### config.mk
export PLATFORM = sky130hd
export DESIGN_NAME = copy_line_field_parser
export DESIGN_NICKNAME = d
export VERILOG_FILES = /design/src/rtl/ccfp_pkg.sv /design/src/rtl/ccfp_cfg.sv /design/src/rtl/ccfp_parse.sv /design/src/rtl/ccfp_outq.sv /design/src/rtl/copy_line_field_parser.sv
export SDC_FILE = /design/constraint.sdc
export NUM_CORES = 1
export LEC_CHECK = 0
export ABC_AREA = 1
export BUFFER_PORTS_ARGS = -buffer_cell sky130_fd_sc_hd__buf_4
export CORE_ASPECT_RATIO = 0.75
export CORE_MARGIN = 5
export CORE_UTILIZATION = 35
export DETAILED_ROUTE_END_ITERATION = 8
export GPL_ROUTABILITY_DRIVEN = 1
export HOLD_SLACK_MARGIN = 0.12
export SLEW_MARGIN = 20
export SYNTH_ARGS = -nofsm -noshare
export SYNTH_HDL_FRONTEND = slang
export SYNTH_SLANG_ARGS = --single-unit
### constraint.sdc
create_clock -name clk -period 11.4 [get_ports clk]
set_clock_uncertainty 0.2 [all_clocks]
set_input_delay 2.28 -clock clk [delete_from_list [all_inputs] [get_ports clk]]
set_output_delay 2.28 -clock clk [all_outputs]
set_load 0.01 [all_outputs]
### src/rtl/ccfp_pkg.sv
// Types, constants and helpers shared by the line field parser modules.
package ccfp_pkg;

  typedef enum logic [1:0] {
    KIND_DATA = 2'd0,
    KIND_FEND = 2'd1,
    KIND_LEND = 2'd2,
    KIND_ERR  = 2'd3
  } kind_t;

  // Configuration register indexes.
  localparam logic [2:0] REG_MODE_CSV    = 3'd0;
  localparam logic [2:0] REG_DELIMITER   = 3'd1;
  localparam logic [2:0] REG_QUOTE       = 3'd2;
  localparam logic [2:0] REG_NULL_LENGTH = 3'd3;
  localparam logic [2:0] REG_NULL_BYTES  = 3'd4;
  localparam logic [2:0] REG_FIELD_LIMIT = 3'd5;

  localparam int unsigned CFG_DATA_W = 64;
  localparam int unsigned NUM_W      = 7;

  // Most fields taken from one line, whatever field_limit holds.
  localparam logic [NUM_W-1:0] FIELD_SLOTS = 7'd64;

  // Register reset values.
  localparam logic       RST_MODE_CSV    = 1'b0;
  localparam logic [7:0] RST_DELIMITER   = 8'd9;
  localparam logic [7:0] RST_QUOTE       = 8'd34;
  localparam logic [3:0] RST_NULL_LENGTH = 4'd0;
  localparam logic [63:0] RST_NULL_BYTES = 64'd0;
  localparam logic [6:0] RST_FIELD_LIMIT = 7'd64;

  localparam logic [7:0] CH_BACKSLASH = 8'h5C;
  localparam logic [7:0] CH_N = 8'h6E;
  localparam logic [7:0] CH_T = 8'h74;
  localparam logic [7:0] CH_R = 8'h72;
  localparam logic [7:0] CH_B = 8'h62;
  localparam logic [7:0] CH_F = 8'h66;
  localparam logic [7:0] CH_V = 8'h76;

  typedef struct packed {
    logic        mode_csv;
    logic [7:0]  delimiter_char;
    logic [7:0]  quote_char;
    logic [3:0]  null_length;
    logic [63:0] null_bytes;
    logic [6:0]  field_limit;
  } cfg_t;

  typedef struct packed {
    kind_t      kind;
    logic [7:0] data;
    logic [5:0] field_index;
    logic       field_null;
    logic [6:0] field_count;
    logic       last;
  } res_t;

  // Results of one accepted item: how many, then up to two of them.
  typedef struct packed {
    logic [1:0] n;
    res_t       r0;
    res_t       r1;
  } push_t;

  function automatic logic [7:0] unescape(input logic [7:0] b);
    logic [7:0] r;
    unique case (b)
      CH_N:    r = 8'h0A;
      CH_T:    r = 8'h09;
      CH_R:    r = 8'h0D;
      CH_B:    r = 8'h08;
      CH_F:    r = 8'h0C;
      CH_V:    r = 8'h0B;
      default: r = b;
    endcase
    return r;
  endfunction

endpackage

### src/rtl/ccfp_cfg.sv
// Configuration register file of the line field parser.
module ccfp_cfg (
  input  logic                              clk,
  input  logic                              rst,
  input  logic                              wr_en,
  input  logic [2:0]                        wr_index,
  input  logic [ccfp_pkg::CFG_DATA_W-1:0]   wr_data,
  output ccfp_pkg::cfg_t                    cfg
);

  always_ff @(posedge clk) begin
    if (rst) begin
      cfg.mode_csv       <= ccfp_pkg::RST_MODE_CSV;
      cfg.delimiter_char <= ccfp_pkg::RST_DELIMITER;
      cfg.quote_char     <= ccfp_pkg::RST_QUOTE;
      cfg.null_length    <= ccfp_pkg::RST_NULL_LENGTH;
      cfg.null_bytes     <= ccfp_pkg::RST_NULL_BYTES;
      cfg.field_limit    <= ccfp_pkg::RST_FIELD_LIMIT;
    end else if (wr_en) begin
      unique case (wr_index)
        ccfp_pkg::REG_MODE_CSV:    cfg.mode_csv       <= wr_data[0];
        ccfp_pkg::REG_DELIMITER:   cfg.delimiter_char <= wr_data[7:0];
        ccfp_pkg::REG_QUOTE:       cfg.quote_char     <= wr_data[7:0];
        ccfp_pkg::REG_NULL_LENGTH: cfg.null_length    <= wr_data[3:0];
        ccfp_pkg::REG_NULL_BYTES:  cfg.null_bytes     <= wr_data;
        ccfp_pkg::REG_FIELD_LIMIT: cfg.field_limit    <= wr_data[6:0];
        default: begin
        end
      endcase
    end
  end

endmodule

### src/rtl/ccfp_parse.sv
// Parser state and per-byte decode, producing up to two results per item.
module ccfp_parse #(
  parameter int FIELD_LEN  = 256,
  parameter int NULL_MAX   = 8
) (
  input  logic            clk,
  input  logic            rst,
  input  ccfp_pkg::cfg_t  cfg,
  input  logic            in_fire,
  input  logic [7:0]      ch,
  input  logic            line_end,
  output ccfp_pkg::push_t push
);

  localparam int LW = $clog2(FIELD_LEN);

  typedef enum logic [2:0] {
    ST_START  = 3'd0,
    ST_PLAIN  = 3'd1,
    ST_ESC    = 3'd2,
    ST_QUOTED = 3'd3,
    ST_QSEEN  = 3'd4,
    ST_SKIP   = 3'd5
  } state_t;

  state_t                        st, st_next;
  logic [LW-1:0]                 len, len_next;
  logic [ccfp_pkg::NUM_W-1:0]    num, num_next, num1, lim;
  logic                          match, match_next;
  logic [3:0]                    nlen;
  logic [7:0]                    ab;
  logic                          a_ovf, a_miss, a_match;
  logic [LW-1:0]                 a_len;
  logic                          null_cur, null_add, s_match;
  logic                          is_delim, is_quote, is_bs, csv;
  logic [1:0]                    n;
  ccfp_pkg::res_t                r0, r1;
  logic                          do_add;

  function automatic ccfp_pkg::res_t mk(input ccfp_pkg::kind_t k, input logic [7:0] d,
                                        input logic [ccfp_pkg::NUM_W-1:0] idx,
                                        input logic nul,
                                        input logic [ccfp_pkg::NUM_W-1:0] cnt);
    ccfp_pkg::res_t r;
    r.kind        = k;
    r.data        = d;
    r.field_index = idx[5:0];
    r.field_null  = nul;
    r.field_count = cnt;
    r.last        = 1'b0;
    return r;
  endfunction

  assign nlen = (int'(cfg.null_length) > NULL_MAX) ? 4'(NULL_MAX) : cfg.null_length;
  assign lim  = (cfg.field_limit > ccfp_pkg::FIELD_SLOTS) ? ccfp_pkg::FIELD_SLOTS
                                                          : cfg.field_limit;
  assign num1 = num + 1'b1;
  assign csv      = cfg.mode_csv;
  assign is_delim = (ch == cfg.delimiter_char);
  assign is_quote = (ch == cfg.quote_char);
  assign is_bs    = (ch == ccfp_pkg::CH_BACKSLASH);

  // Byte that an add at the current position would append.
  always_comb begin
    if (st == ST_ESC) begin
      ab = line_end ? ccfp_pkg::CH_BACKSLASH : ccfp_pkg::unescape(ch);
    end else begin
      ab = ch;
    end
  end

  assign a_ovf    = (len == LW'(FIELD_LEN - 1));
  assign a_miss   = (len >= LW'(nlen)) || (cfg.null_bytes[{len[2:0], 3'b000} +: 8] != ab);
  assign a_match  = match & ~a_miss;
  assign a_len    = len + 1'b1;
  assign null_cur = (nlen != 4'd0) && match && (len == LW'(nlen));
  assign null_add = (nlen != 4'd0) && a_match && (a_len == LW'(nlen));
  assign s_match  = (nlen != 4'd0) && (cfg.null_bytes[7:0] == ch);

  always_comb begin
    st_next    = st;
    len_next   = len;
    num_next   = num;
    match_next = match;
    n          = 2'd0;
    r0         = '0;
    r1         = '0;
    do_add     = 1'b0;
    if (!line_end) begin
      unique case (st)
        ST_START: begin
          if (num >= lim) begin
          end else if (csv && is_quote) begin
            st_next = ST_QUOTED;
          end else if (is_delim) begin
            r0 = mk(ccfp_pkg::KIND_FEND, 8'd0, num, null_cur, '0);
            n = 2'd1;
            num_next = num1; len_next = '0; match_next = 1'b1; st_next = ST_START;
          end else if (!csv && is_bs) begin
            st_next = ST_ESC;
          end else begin
            st_next = ST_PLAIN;
            do_add = 1'b1;
          end
        end
        ST_PLAIN: begin
          if (is_delim) begin
            r0 = mk(ccfp_pkg::KIND_FEND, 8'd0, num, null_cur, '0);
            n = 2'd1;
            num_next = num1; len_next = '0; match_next = 1'b1; st_next = ST_START;
          end else if (!csv && is_bs) begin
            st_next = ST_ESC;
          end else begin
            do_add = 1'b1;
          end
        end
        ST_ESC: begin
          st_next = ST_PLAIN;
          do_add = 1'b1;
        end
        ST_QUOTED: begin
          if (is_quote) begin
            st_next = ST_QSEEN;
          end else begin
            do_add = 1'b1;
          end
        end
        ST_QSEEN: begin
          if (is_quote) begin
            st_next = ST_QUOTED;
            do_add = 1'b1;
          end else begin
            // Close the field; any byte but the delimiter also opens the next, while the field limit allows another.
            r0 = mk(ccfp_pkg::KIND_FEND, 8'd0, num, null_cur, '0);
            n = 2'd1;
            num_next = num1; len_next = '0; match_next = 1'b1; st_next = ST_START;
            if (is_delim || num1 >= lim) begin
            end else if (!csv && is_bs) begin
              st_next = ST_ESC;
            end else begin
              st_next = ST_PLAIN;
              r1 = mk(ccfp_pkg::KIND_DATA, ch, num1, 1'b0, '0);
              n = 2'd2;
              len_next = LW'(1);
              match_next = s_match;
            end
          end
        end
        default: begin
        end
      endcase
      if (do_add) begin
        n = 2'd1;
        if (a_ovf) begin
          st_next = ST_SKIP;
          r0 = mk(ccfp_pkg::KIND_ERR, 8'd0, num, 1'b0, '0);
        end else begin
          len_next = a_len;
          match_next = a_match;
          r0 = mk(ccfp_pkg::KIND_DATA, ab, num, 1'b0, '0);
        end
      end
    end else begin
      // Every line end returns the parser to the start of a line.
      st_next = ST_START; len_next = '0; num_next = '0; match_next = 1'b1;
      unique case (st)
        ST_START: begin
          n = 2'd1;
          if (num < lim) begin
            r0 = mk(ccfp_pkg::KIND_LEND, 8'd0, num, null_cur, num1);
          end else begin
            r0 = mk(ccfp_pkg::KIND_LEND, 8'd0, '0, 1'b0, num);
          end
        end
        ST_PLAIN, ST_QSEEN: begin
          n = 2'd1;
          r0 = mk(ccfp_pkg::KIND_LEND, 8'd0, num, null_cur, num1);
        end
        ST_ESC: begin
          if (a_ovf) begin
            n = 2'd1;
            r0 = mk(ccfp_pkg::KIND_ERR, 8'd0, num, 1'b0, '0);
          end else begin
            n = 2'd2;
            r0 = mk(ccfp_pkg::KIND_DATA, ab, num, 1'b0, '0);
            r1 = mk(ccfp_pkg::KIND_LEND, 8'd0, num, null_add, num1);
          end
        end
        ST_QUOTED: begin
          n = 2'd1;
          r0 = mk(ccfp_pkg::KIND_ERR, 8'd0, num, 1'b0, '0);
        end
        default: begin
        end
      endcase
    end
    if (n == 2'd1) begin
      r0.last = 1'b1;
    end
    if (n == 2'd2) begin
      r1.last = 1'b1;
    end
  end

  assign push.n  = in_fire ? n : 2'd0;
  assign push.r0 = r0;
  assign push.r1 = r1;

  always_ff @(posedge clk) begin
    if (rst) begin
      st    <= ST_START;
      len   <= '0;
      num   <= '0;
      match <= 1'b1;
    end else if (in_fire) begin
      st    <= st_next;
      len   <= len_next;
      num   <= num_next;
      match <= match_next;
    end
  end

endmodule

### src/rtl/ccfp_outq.sv
// Result queue: takes up to two results a cycle, hands out one.
module ccfp_outq (
  input  logic            clk,
  input  logic            rst,
  input  ccfp_pkg::push_t push,
  input  logic            pop,
  output logic            room,
  output logic            head_valid,
  output ccfp_pkg::res_t  head
);

  localparam int DEPTH = 4;
  localparam int PW    = $clog2(DEPTH);

  ccfp_pkg::res_t mem [DEPTH];
  logic [PW-1:0]  rd_ptr, wr_ptr, wr_ptr1;
  logic [PW:0]    count;

  assign wr_ptr1    = wr_ptr + 1'b1;
  assign head_valid = (count != '0);
  assign head       = mem[rd_ptr];
  // Keep two free slots so any item can be taken.
  assign room       = (count <= (PW + 1)'(DEPTH - 2));

  always_ff @(posedge clk) begin
    if (push.n != 2'd0) begin
      mem[wr_ptr] <= push.r0;
    end
    if (push.n == 2'd2) begin
      mem[wr_ptr1] <= push.r1;
    end
  end

  always_ff @(posedge clk) begin
    if (rst) begin
      rd_ptr <= '0;
      wr_ptr <= '0;
      count  <= '0;
    end else begin
      wr_ptr <= wr_ptr + PW'(push.n);
      rd_ptr <= rd_ptr + PW'(pop);
      count  <= count + (PW + 1)'(push.n) - (PW + 1)'(pop);
    end
  end

endmodule

### src/rtl/copy_line_field_parser.sv
// Top level of the line field parser: config registers, parser, result queue.
//
// Input channel: one item per handshake (in_valid high, in_stall low at the
// clock edge). An item is either one line byte on ch, or an end-of-line mark
// with line_end high. Output channel: one result per handshake (out_valid high,
// out_stall low), carrying kind, data, field_index, field_null, field_count
// and last; last marks the final result an item caused. An item causes zero,
// one or two results.
// Results of an item enter the result queue at the acceptance edge and show on
// the output right after it, so the first one can be taken at the next edge.
// Throughput: one item per cycle while in_stall is low; an item that causes
// two results hands them out one per output handshake.
// Stall: in_stall rises when the four-entry result queue has fewer than two
// free slots, so a stalled receiver holds the input once three results wait.
// Reset: configuration returns to its defaults (text format, tab delimiter,
// double-quote, null detection off, 64 fields), the queue empties and the
// parser waits at the start of a line. Write configuration only while idle.
module copy_line_field_parser #(
  parameter int FIELD_LEN  = 256,
  parameter int NULL_MAX   = 8
) (
  input  logic                            clk,
  input  logic                            rst,
  // configuration write port
  input  logic                            wr_en,
  input  logic [2:0]                      wr_index,
  input  logic [ccfp_pkg::CFG_DATA_W-1:0] wr_data,
  // input items
  input  logic                            in_valid,
  output logic                            in_stall,
  input  logic [7:0]                      ch,
  input  logic                            line_end,
  // result items
  output logic                            out_valid,
  input  logic                            out_stall,
  output logic [1:0]                      kind,
  output logic [7:0]                      data,
  output logic [5:0]                      field_index,
  output logic                            field_null,
  output logic [6:0]                      field_count,
  output logic                            last
);

  ccfp_pkg::cfg_t  cfg;
  ccfp_pkg::push_t push;
  ccfp_pkg::res_t  head;
  logic            in_fire, room, pop;

  // Take an item only when the queue can absorb two results.
  assign in_stall = ~room;
  assign in_fire  = in_valid & ~in_stall;
  assign pop      = out_valid & ~out_stall;

  ccfp_cfg u_cfg (
    .clk      (clk),
    .rst      (rst),
    .wr_en    (wr_en),
    .wr_index (wr_index),
    .wr_data  (wr_data),
    .cfg      (cfg)
  );

  ccfp_parse #(
    .FIELD_LEN  (FIELD_LEN),
    .NULL_MAX   (NULL_MAX)
  ) u_parse (
    .clk      (clk),
    .rst      (rst),
    .cfg      (cfg),
    .in_fire  (in_fire),
    .ch       (ch),
    .line_end (line_end),
    .push     (push)
  );

  ccfp_outq u_outq (
    .clk        (clk),
    .rst        (rst),
    .push       (push),
    .pop        (pop),
    .room       (room),
    .head_valid (out_valid),
    .head       (head)
  );

  // Drive the result fields straight from the queue head.
  assign kind        = head.kind;
  assign data        = head.data;
  assign field_index = head.field_index;
  assign field_null  = head.field_null;
  assign field_count = head.field_count;
  assign last        = head.last;

endmodule

# After elaboration in Yosys (flattened, before gate mapping)
# Memories as Yosys holds them, arrays and structs flattened. A register that Yosys moved wholly into a read port is not among the register bits.
# Cells that the tools add are included.
[word_totals] mem_count=1 inputBits=81 elab_cells=177 ff_bits=118 mem_bits_rw=100 out_inout_bits=27
[op_classes] mux=88 bitwise_logic=6 n_shift=1 n_addsub=7 magnitude_cmp=7 n_eq_ne=29 reduce_logical=25
[memory_table] memory="u_outq.mem" depth=4 word_bits=25 rd=1 rd_clocked_by_memory_dff=1 write_ports=2 line_no="ccfp_outq.sv:15" text="ccfp_pkg::res_t mem [DEPTH];"
[ops] op="25-bit 2-to-1 mux" n=11
[ops] op="25-bit one-hot mux with 4 select lines" n=1
[ops] op="8-bit 2-to-1 mux" n=10
[ops] op="25-bit one-hot mux with 3 select lines" n=1
[ops] op="64-bit by 7-bit indexed part select with 8-bit output" n=1
[ops] op="8-bit by 7-bit == test with 1-bit output (second input constant)" n=7
[ops] op="24-bit 2-to-1 mux" n=2
[ops] op="8-bit one-hot mux with 6 select lines" n=1
[ops] op="7-bit 2-to-1 mux" n=6
[ops] op="3-bit 2-to-1 mux" n=11
[ops] op="8-bit == test" n=3
[ops] op="1-bit 2-to-1 mux" n=24
[ops] op="8-bit one-hot mux with 3 select lines" n=1
[ops] op="23-bit 2-to-1 mux" n=1
[ops] op="2-bit 2-to-1 mux" n=11
[ops] op="7-bit one-hot mux with 3 select lines" n=1
[ops] op="8-bit by 4-bit == test with 1-bit output" n=2
[ops] op="15-bit 2-to-1 mux" n=1
[ops] op="3-bit one-hot mux with 5 select lines" n=1
[ops] op="7-bit greater-or-equal comparator" n=2
[ops] op="3-bit by 2-bit == test with 1-bit output (second input constant)" n=4
[ops] op="2-bit AND reduction" n=6
[ops] op="3-bit == test (second input constant)" n=3
[ops] op="3-bit inequality test (second input constant)" n=3
[ops] op="34 further kinds" n=49

# Depth between registers and ports, before layout
# Gate-level depths: netlist of the first run.
[depth] depth_word=14 mapped_depth=23 mapped_depth_nobuf=23

# By module
# From an unflattened synthesis of the first run, not the netlist that was laid out.
[hier_totals] cells_unflattened=1846 area_unflattened_um2=13560.5
[modules_own_cells] mod="ccfp_outq" seq_area_each_um2=3143.0 cells_per_inst=600 n_inst=1 area_per_inst_um2=5829.3
[modules_own_cells] mod="ccfp_parse" seq_area_each_um2=380.4 cells_per_inst=721 n_inst=1 area_per_inst_um2=3933.8
[modules_own_cells] mod="ccfp_cfg" seq_area_each_um2=1841.8 cells_per_inst=520 n_inst=1 area_per_inst_um2=3776.1
[modules_own_cells] mod="copy_line_field_parser" seq_area_each_um2=0.0 cells_per_inst=5 n_inst=1 area_per_inst_um2=21.3

# Worst setup path before layout of the first run
# OpenSTA, ideal clock, no wires.
[synth_timing] path_type="input to register" start="input port ch[4]" end="register u_outq.count[2]" required_time_ns=11.072 slack_ns=6.515 setup_ns=0.128 arrival_ns=4.558 path_buffers=1 cell_stages=20 cell_sequence="buf_2 -> inv_2 -> nand2_1 -> nand2_1 -> nor2_1 -> nand2_2 -> nor2_4 -> nor2_1 -> nor2_2 -> nand3_1 -> nand3_1 -> nand3_2 -> ha_1 -> inv_1 -> ha_1 -> inv_1 -> fa_1 -> xor2_1 -> inv_1 -> nor2_1"
[synth_between] elab_chain_len=13 word_cells_on_any_way=26 classes_between="add/sub (2); eq/ne (3); mux (18); reduce/logical (3)"
[synth_rtl] element="start, declared" line_no="copy_line_field_parser.sv:31" text="input logic [7:0] ch,"
[synth_rtl] element="8-bit by 7-bit == test with 1-bit output" line_no="ccfp_parse.sv:61" text="assign is_bs = (ch == ccfp_pkg::CH_BACKSLASH);"
[synth_rtl] element="1-bit logical AND" line_no="ccfp_parse.sv:99, ccfp_parse.sv:111, ccfp_parse.sv:138"
[synth_rtl] element="1-bit 2-to-1 mux" line_no="ccfp_parse.sv:99, ccfp_parse.sv:111"
[synth_rtl] element="1-bit 2-to-1 mux" line_no="ccfp_parse.sv:107" text="if (is_delim) begin"
[synth_rtl] element="1-bit 2-to-1 mux" line_no="ccfp_parse.sv:93" text="end else if (csv && is_quote) begin"
[synth_rtl] element="1-bit 2-to-1 mux" line_no="ccfp_parse.sv:92" text="if (num >= lim) begin"
[synth_rtl] element="1-bit one-hot mux with 5 select lines" line_no="ccfp_parse.sv:90" text="unique case (st)"
[synth_rtl] element="1-bit 2-to-1 mux" line_no="ccfp_parse.sv:89" text="if (!line_end) begin"
[synth_rtl] element="2-bit 2-to-1 mux (*)" line_no="ccfp_parse.sv:152" text="if (do_add) begin"
[synth_rtl] element="2-bit 2-to-1 mux (*)" line_no="ccfp_parse.sv:89"
[synth_rtl] element="2-bit 2-to-1 mux (*)" line_no="ccfp_parse.sv:205" text="assign push.n = in_fire ? n : 2'd0;"
[synth_rtl] element="3-bit by 2-bit adder with 3-bit output (*)" line_no="ccfp_outq.sv:42" text="count <= count + (PW + 1)'(push.n) - (PW + 1)'(pop);"
[synth_rtl] element="3-bit by 1-bit subtractor with 3-bit output (*)" line_no="ccfp_outq.sv:42"
[synth_rtl] element="end signal, assigned" line_no="ccfp_outq.sv:42"
[synth_rtl] element="end, declared" line_no="ccfp_outq.sv:17" text="logic [PW:0] count;"
# Mark *: on every way between the ends. The rest lies on a longest branch, timed or not. The select of a mux whose other input is x is not followed.
# A chain may end at the register's enable or synchronous reset.

==> parameters.txt, run 1 <==
Parameter                              Value

STA
  RSZ-0062 raised after global routing    no
  Maximum clock frequency    173 MHz
  Sum of negative setup slack    0 ns
  Clock period minus final worst setup slack    5.79 ns
  Max transition margin    32.3%
  Number of endpoints with negative hold slack in the final report    0
  Slew @ Worst Pin    1.01 ns
  Number of slew-limit violations in the final report    0
  Period utilization    50.8%
  Number of failing setup endpoints in the final timing report    0

Drt
  Starting DRC count in detailed routing    1,390
  Detailed Routing Iterations Pass 1    5
  Via density per instance    5.33
  Remaining antenna violation count after routing    0
  Routed length per instance    18.0 um
  Drt drc    0
  Vias after detailed routing    11,900
  Total detailed-routing wirelength    40,100 um

Synthesis
  Sequential-to-total area share from yosys stat    43.4%
  Yosys warnings    0
  Leading cell types by total area after synthesis    sky130_fd_sc_hd__edfxtp_1, sky130_fd_sc_hd__dfxtp_1, sky130_fd_sc_hd__nand2_1, sky130_fd_sc_hd__nor2_1, sky130_fd_sc_hd__o21ai_0
  Number of flops mapped to enable cells by yosys    96
  Leading area contributor after synthesis    sky130_fd_sc_hd__edfxtp_1
  Prevailing post-synth register cell    sky130_fd_sc_hd__dfxtp_1
  Library cells used by synthesis    43
  Net count after synthesis    1,806
  Share of Yosys cell area claimed by the top area cell type    23.5%
  Instance count of the mapped netlist    1,698
  Post-synth ARST share    0%
  Most frequent cells after synthesis    sky130_fd_sc_hd__nand2_1, sky130_fd_sc_hd__nor2_1, sky130_fd_sc_hd__o21ai_0
  Seq cells post-synth    218
  Most instantiated library cell after synthesis    sky130_fd_sc_hd__nand2_1
  Combined area of all synthesized cells    12,300 um2
  Mean Syn Cell Area    7.22 um2

Clock tree
  Clock H-tree levels    1
  CTS root buffer    sky130_fd_sc_hd__clkbuf_16
  TritonCTS clock tree    done
  Post-cts hold buffer count    0
  Largest buffer count on any clock path    3
  Number of gates resized after CTS    0
  Setup fix buffers added after clock tree synthesis    0
  TritonCTS Sinks    218
  Clock insertion delay at the later pin of the skew report    0.54 ns
  TritonCTS Buffers    24
  Post-CTS clock slew at the launch and capture registers of the worst setup and hold paths    0.06 ns

GRT
  Number of antenna violations at the first check in global routing    0
  Maximum number of pins on one net before global-route repair    94
  Sum of overflow across all layers after global routing    0
  Number of global-route vias before repair    10,700
  First-pass GRT wire length    61,900 um
  GRT Total Usage    20.1%

Power and ir drop
  VDD IR-drop max    0.0000975 V
  Power density normalized to cell area    174 nW/um2
  Static Leakage    0.00563 uW

Floorplan
  Die height    172 um
  Area enclosed by the die boundary    38,900 um2
  Row cnt    59
  DIE WIDTH    226 um
  Top-Level Pins    108
  Initial core utilization    35.4%
  CORE AREA    34,600 um2

Placed design
  DP Area    13,300 um2
  Half-perimeter wire length after placement    29,600 um
  Number of buffers added on ports    107
  Instance count after placement with tap cells included    2,183
  Global placement routability congestion    0.969

Worst setup path
  CP Data Required Time    11.31 ns
  Cell type of the slowest stage on the worst timing path    sky130_fd_sc_hd__nor2_1
  Kind of start point of the critical path    primary input
  Maximum net fanout on the critical path    24
  Nature of the critical path endpoint    flip-flop
  Arrival time worst endpoint    5.71 ns
  Max incr delay on CP    0.64 ns
  Sum of buffers and inverters on the critical path    2
  Cells along the critical path    buf_4 > nor2_1 > nand3_1 > nor3_1 > inv_1 > nand3_1 > nand3_1 > nor2_1 > nand3_1 > nand3_2 > nand2_4 > nand2_2 > nand2_2
  Critical Path Most Common Cell    sky130_fd_sc_hd__nand3_1
  Cell class contributing the biggest share of worst-path delay    simple AND/OR/NAND/NOR gates
  Category of the critical setup timing path    in -> reg

Finish
  N_diodes    0
  Syn-to-layout area delta    14.8%
  Total Nets Final    1,860
  Final cell count without fillers    2,227
  Post-route design area    14,100 um2
  Share of final-layout standard cells stronger than drive strength 1    11.8%

Job
  Number of maximum-capacitance violations    0

Run status
  Run status    completed

Min path
  Type of the worst min-delay path    reg -> reg
worst min-delay path: stages (launching register included):
cell and delay (ns):
sky130_fd_sc_hd__dfxtp_1 0.30, sky130_fd_sc_hd__nand3_1 0.07, sky130_fd_sc_hd__nand2_1 0.04
per-stage QoR:
step,power (uW),utilization [%],worst slack (ns),hold WS (ns)
after floorplan,1420,-,6.51,0.237
after global placement,1680,38.4,4.79,0.256
after detailed placement,1690,38.4,4.84,0.256
after CTS,2470,40.7,5.40,0.264
after global routing,2590,40.7,5.38,0.283
final,2460,40.7,5.61,0.263
layout by cell type, fill, tap and decap left out, types with 2 or more instances in the layout:
cell type,netlist,layout
sky130_fd_sc_hd__a21oi_1,48,48
sky130_fd_sc_hd__buf_4,7,116
sky130_fd_sc_hd__clkbuf_1,55,3
sky130_fd_sc_hd__clkbuf_16,0,24
sky130_fd_sc_hd__clkbuf_8,0,4
sky130_fd_sc_hd__clkinv_1,2,4
sky130_fd_sc_hd__clkinv_2,0,3
sky130_fd_sc_hd__clkinv_4,0,2
sky130_fd_sc_hd__clkinvlp_4,0,2
sky130_fd_sc_hd__dfxtp_1,122,122
sky130_fd_sc_hd__edfxtp_1,96,96
sky130_fd_sc_hd__ha_1,26,26
sky130_fd_sc_hd__inv_1,112,111
sky130_fd_sc_hd__inv_2,11,12
sky130_fd_sc_hd__nand2_1,395,391
sky130_fd_sc_hd__nand2_2,11,15
sky130_fd_sc_hd__nand2_4,2,2
sky130_fd_sc_hd__nand3_1,122,122
sky130_fd_sc_hd__nand3b_1,8,8
sky130_fd_sc_hd__nand4_1,16,16
sky130_fd_sc_hd__nor2_1,266,266
sky130_fd_sc_hd__nor2_2,10,10
sky130_fd_sc_hd__nor2_4,2,2
sky130_fd_sc_hd__nor3_1,20,20
sky130_fd_sc_hd__nor3_2,2,2
sky130_fd_sc_hd__nor3b_1,2,2
sky130_fd_sc_hd__nor4_1,2,2
sky130_fd_sc_hd__o2111ai_1,2,2
sky130_fd_sc_hd__o211ai_1,8,8
sky130_fd_sc_hd__o21ai_0,181,181
sky130_fd_sc_hd__o21ai_1,69,69
sky130_fd_sc_hd__o21ai_2,5,5
sky130_fd_sc_hd__o22ai_1,31,31
sky130_fd_sc_hd__or2_2,3,3
sky130_fd_sc_hd__xnor2_1,10,10
sky130_fd_sc_hd__xor2_1,17,17
registers in the layout (all words and copies together), names as in the netlist:
signal and cells:
u_parse.match 1, u_outq.wr_ptr 2, u_parse.len 8, u_cfg.cfg 92, u_parse.num 7, u_outq.count 3
u_outq.mem 100, u_parse.st 3, u_outq.rd_ptr 2
per-layer routing:
metal	part of all wire (%)	track usage [%]	up-vias	wire length, um
met3	9.4	3.92	36	3780
met2	39	27.6	511	15700
met4	1.2	2.90	0	474
li1	-	-	5760	-
met5	0	0	-	0
met1	50	32.9	5567	20100
layout make-up:
type | instances | area [um2]
fill | 3637 | 20500
tap | 457 | 572
timing repair buffer | 116 | 871
inverter | 125 | 469
sequential | 218 | 5330
clock inverter | 13 | 121
multi-input combinational | 1267 | 6060
clock buffer | 31 | 667
cells by family after synthesis:
| group | count (synthesis) | share of synthesized area (%) |
|---|---|---|
| compound gates | 349 | 15.0 |
| flops | 218 | 43.4 |
| xor+xnor | 27 | 1.93 |
| fa+ha+maj | 27 | 2.81 |
| simple gates | 864 | 29.6 |
| buf+inv | 213 | 7.24 |
report_power, final:
group          switching (uW)  internal [uW]  total (uW)
Clock                     339            441         780
Combinational             481            249         730
Sequential               36.6            909         945
Total                     857           1600        2460
path summary, 6_finish.rpt:
path	endpoint	cells past startpoint	slack (ns)	startpoint
max	u_outq.mem[0][8]$_DFFE_PP_	13	5.61	ch[1]
min reg2reg	u_outq.mem[2][23]$_SDFFE_PP0N_	2	0.26	u_outq.mem[2][23]$_SDFFE_PP0N_
min	u_outq.mem[2][23]$_SDFFE_PP0N_	2	0.26	u_outq.mem[2][23]$_SDFFE_PP0N_
max reg2reg	u_outq.mem[0][8]$_DFFE_PP_	18	6.13	u_parse.num[0]$_SDFFE_PP0P_
No activity file was read; power rests on OpenSTA's default activity.
==> inputs of run 2 (changes only) <==
ABC_AREA = 0   (was 1)
clock period = 5.5 ns   (was 11.4 ns; I/O delays follow)
==> parameters.txt, run 2 <==
Parameter                              Value

Run status
  Run status    completed

GRT
  Number of global-route vias before repair    9,478 (-12%)
  Number of antenna violations at the first check in global routing    1 (+1)
  Sum of overflow across all layers after global routing    0 (unchanged)
  Maximum number of pins on one net before global-route repair    85 (-9.6%)
  First-pass GRT wire length    54,400 um (-12%)
  GRT Total Usage    18.5% (-1.7 points)

Finish
  Largest regs    u_outq.mem x100, u_cfg.cfg x92, u_parse.len x8
  Commonest non-fill, non-tap cell in the layout    sky130_fd_sc_hd__nand2_1
  Share of final-layout standard cells stronger than drive strength 1    17.2% (+5.4 points)
  Total Nets Final    1,381 (-26%)
  Fillcell total    3,226 (-11%)
  Post-route design area    13,500 um2 (-4.0%)
  Flip-flop count of the largest register, all copies and words added    100 (unchanged)
  Largest Register    u_outq.mem
  Storage element area    5330 um2 (about the same)
  Area of combinational cells with multiple inputs    5760 um2 (-5.0%)
  Syn-to-layout area delta    17.0%
  N_diodes    0 (unchanged)
  Most used cells in the layout excluding fill and tap cells    sky130_fd_sc_hd__nand2_1, sky130_fd_sc_hd__buf_4, sky130_fd_sc_hd__dfxtp_1, sky130_fd_sc_hd__a21oi_1, sky130_fd_sc_hd__edfxtp_1

Worst setup path
  CP Data Required Time    5.70 ns (-5.61 ns)
  Critical path startpoint    u_parse.num[0]$_SDFFE_PP0P_
  Category of the critical setup timing path    reg -> reg
  RR Endpoint    u_outq.count[2]$_SDFF_PP0_
  Worst-case register-to-register setup slack    0.52 ns (-5.61 ns)
  Kind of start point of the critical path    flip-flop
  R2R Path Start    u_parse.num[0]$_SDFFE_PP0P_
  Nature of the critical path endpoint    flip-flop
  Arrival time worst endpoint    5.18 ns (-0.53 ns)
  Number of cells on the worst reg-to-reg path    18 (unchanged)
  Maximum net fanout on the critical path    10 (-58%)
  Endpoint of the most critical setup path    u_outq.count[2]$_SDFF_PP0_

Floorplan
  CORE AREA    32,500 um2 (-6.1%)
  Area enclosed by the die boundary    36,800 um2 (-5.5%)
  Top-Level Pins    108 (unchanged)
  Die height    167 um (-2.8%)
  DIE WIDTH    220 um (-2.8%)
  Initial core utilization    35.5% (+0.11 points)
  Row cnt    57 (-3.4%)

Power and ir drop
  Static Leakage    0.00474 uW (-16%)
  Power density normalized to cell area    357 nW/um2 (+110%)
  VDD IR-drop max    0.000213 V (+120%)

Synthesis
  Prevailing post-synth register cell    sky130_fd_sc_hd__dfxtp_1
  Most instantiated library cell after synthesis    sky130_fd_sc_hd__nand2_1
  Library cells used by synthesis    73 (+70%)
  Share of Yosys cell area claimed by the top area cell type    24.9% (+1.4 points)
  Mean Syn Cell Area    9.58 um2 (+33%)
  Combined area of all synthesized cells    11,600 um2 (-5.8%)
  Most frequent cells after synthesis    sky130_fd_sc_hd__nand2_1, sky130_fd_sc_hd__dfxtp_1, sky130_fd_sc_hd__a21oi_1
  Net count after synthesis    1,315 (-27%)
  Post-synth ARST share    0% (unchanged)
  Sequential-to-total area share from yosys stat    46.1% (+2.7 points)
  Leading cell types by total area after synthesis    sky130_fd_sc_hd__edfxtp_1, sky130_fd_sc_hd__dfxtp_1, sky130_fd_sc_hd__mux4_2, sky130_fd_sc_hd__nand2_1, sky130_fd_sc_hd__o22ai_1
  Yosys warnings    0 (unchanged)
  Seq cells post-synth    218 (unchanged)
  Leading area contributor after synthesis    sky130_fd_sc_hd__edfxtp_1
  Instance count of the mapped netlist    1,207 (-29%)
  Number of flops mapped to enable cells by yosys    96 (unchanged)

STA
  Worst-case hold slack    0.253 ns (-0.00988 ns)
  Number of endpoints with negative hold slack in the final report    0 (unchanged)
  Maximum clock frequency    201 MHz
  Slew @ Worst Pin    1.04 ns (+0.0280 ns)
  Max transition margin    30.3% (-2.1 points)
  RSZ-0062 raised after global routing    no
  Number of slew-limit violations in the final report    0 (unchanged)
  Sum of negative setup slack    0 ns (unchanged)
  Clock period minus final worst setup slack    4.98 ns
  Number of failing setup endpoints in the final timing report    0 (unchanged)
  Final worst-path setup slack    0.524 ns (-5.08 ns)
  Period utilization    90.5%

Clock tree
  Post-CTS clock slew at the launch and capture registers of the worst setup and hold paths    0.06 ns (about the same)
  CTS root buffer    sky130_fd_sc_hd__clkbuf_16
  TritonCTS Sinks    218 (unchanged)
  Post-cts hold buffer count    0 (unchanged)
  Largest buffer count on any clock path    3 (unchanged)
  Clock H-tree levels    1 (unchanged)
  Clock insertion delay at the later pin of the skew report    0.53 ns (about the same)
  Setup fix buffers added after clock tree synthesis    0 (unchanged)
  Number of gates resized after CTS    0 (unchanged)
  TritonCTS Buffers    24 (unchanged)
  TritonCTS clock tree    done

Job
  Number of maximum-capacitance violations    0 (unchanged)

Min path
  Hold_sp    u_cfg.cfg[28]$_SDFFE_PP0P_
  Hold path depth    2 (unchanged)
  Type of the worst min-delay path    reg -> reg

Placed design
  Number of buffers added on ports    107 (unchanged)
  Global placement routability congestion    0.947 (-2.3%)
  Half-perimeter wire length after placement    24,900 um (-16%)
  DP Area    12,700 um2 (-4.5%)
  Worst slack after detailed placement    0.642 ns (-4.19 ns)

Drt
  Via density per instance    5.56 (+4.3%)
  Remaining antenna violation count after routing    0 (unchanged)
  Total detailed-routing wirelength    34,600 um (-14%)
  Drt drc    0 (unchanged)
  Vias after detailed routing    9,642 (-19%)
  Starting DRC count in detailed routing    828 (-40%)
  Routed length per instance    19.9 um (+11%)
  Detailed Routing Iterations Pass 1    5 (unchanged)
==> run 2: cell count changes after synthesis, moves of 24 or more <==
cell,before,now
sky130_fd_sc_hd__o21ai_1,69,2
sky130_fd_sc_hd__mux2i_1,0,24
sky130_fd_sc_hd__nor2_1,266,59
sky130_fd_sc_hd__nand3_1,122,32
sky130_fd_sc_hd__xnor2_1,10,35
sky130_fd_sc_hd__mux4_2,0,41
sky130_fd_sc_hd__inv_1,112,22
sky130_fd_sc_hd__a21oi_1,48,103
sky130_fd_sc_hd__o22ai_1,31,85
sky130_fd_sc_hd__nand2_1,395,243
sky130_fd_sc_hd__o21ai_0,181,29
==> run 2: worst min path at each step <==
stage / endpoint / slack [ns]
after floorplan: u_cfg.cfg[23]$_SDFFE_PP0P_ / 0.23
after global placement: u_cfg.cfg[47]$_SDFFE_PP0P_ / 0.24
after detailed placement: u_cfg.cfg[54]$_SDFFE_PP0P_ / 0.25
after CTS: u_cfg.cfg[54]$_SDFFE_PP0P_ / 0.25
after global routing: u_cfg.cfg[65]$_SDFFE_PP0P_ / 0.27
final: u_cfg.cfg[28]$_SDFFE_PP0P_ / 0.25
==> run 2: cells by family (layout without fill, tap and decap cells) <==
kind of cell	Yosys count	count (layout)	synth area share [%]
XOR/XNOR	45	45	3.41
adder cells (fa/ha/maj)	27	27	2.99
flip-flops	218	218	46.1
multiplexers	66	66	10.2
AO/OA/AOI/OAI	302	302	16.2
buffers and inverters	109	193	4.14
AND/OR/NAND/NOR	440	440	17.0
==> run 2: area by class of cell <==
type | instances | share of cell area (%)
Clock buffer | 33 | 5.07
Tap cell | 442 | 4.09
Multi-Input combinational cell | 880 | 42.6
Timing Repair Buffer | 126 | 7.18
Inverter | 23 | 0.638
Sequential cell | 218 | 39.4
Clock inverter | 11 | 1.05
==> run 2: per-stage QoR <==
| step | power, uW | util (%) | instances |
|---|---|---|---|
| floorplan | 2710 | - | 1207 |
| finish | 4830 | 41.6 | 1733 |
| CTS | 4880 | 41.6 | 1733 |
| global placement | 3170 | 39.1 | 1689 |
| global route | 5060 | 41.6 | 1733 |
| detailed placement | 3180 | 39.1 | 1689 |
==> run 2: report_power, final <==
group / switching, uW / leakage, uW / total, uW / internal (uW)
Sequential: 137 / 0.00189 / 2020 / 1890
Combinational: 579 / 0.00244 / 1110 / 532
Clock: 681 / 0.000408 / 1700 / 1020
==> run 2: layer usage <==
metal | wire [um] | vias up | track usage [%]
met5 | 7 | - | 0
met4 | 1130 | 2 | 5.51
met3 | 2530 | 78 | 3.54
met2 | 14600 | 353 | 26.9
met1 | 16300 | 4650 | 27.8
li1 | - | 4559 | -
==> run 2: critical path, cell delays in order, from the launching register on <==
cell	delay (ns)
sky130_fd_sc_hd__dfxtp_1	0.53
sky130_fd_sc_hd__ha_1	0.29
sky130_fd_sc_hd__nand3_1	0.11
sky130_fd_sc_hd__xnor2_1	0.44
sky130_fd_sc_hd__ha_1	0.32
sky130_fd_sc_hd__and3_1	0.18
sky130_fd_sc_hd__a221o_1	0.30
sky130_fd_sc_hd__a31oi_1	0.45
sky130_fd_sc_hd__nand3_1	0.26
sky130_fd_sc_hd__nand2b_1	0.18
sky130_fd_sc_hd__o21a_1	0.25
sky130_fd_sc_hd__ha_1	0.27
sky130_fd_sc_hd__inv_1	0.06
sky130_fd_sc_hd__ha_1	0.13
sky130_fd_sc_hd__inv_1	0.05
sky130_fd_sc_hd__fa_1	0.43
sky130_fd_sc_hd__xnor2_1	0.20
sky130_fd_sc_hd__xnor2_1	0.15
sky130_fd_sc_hd__nor2_1	0.05
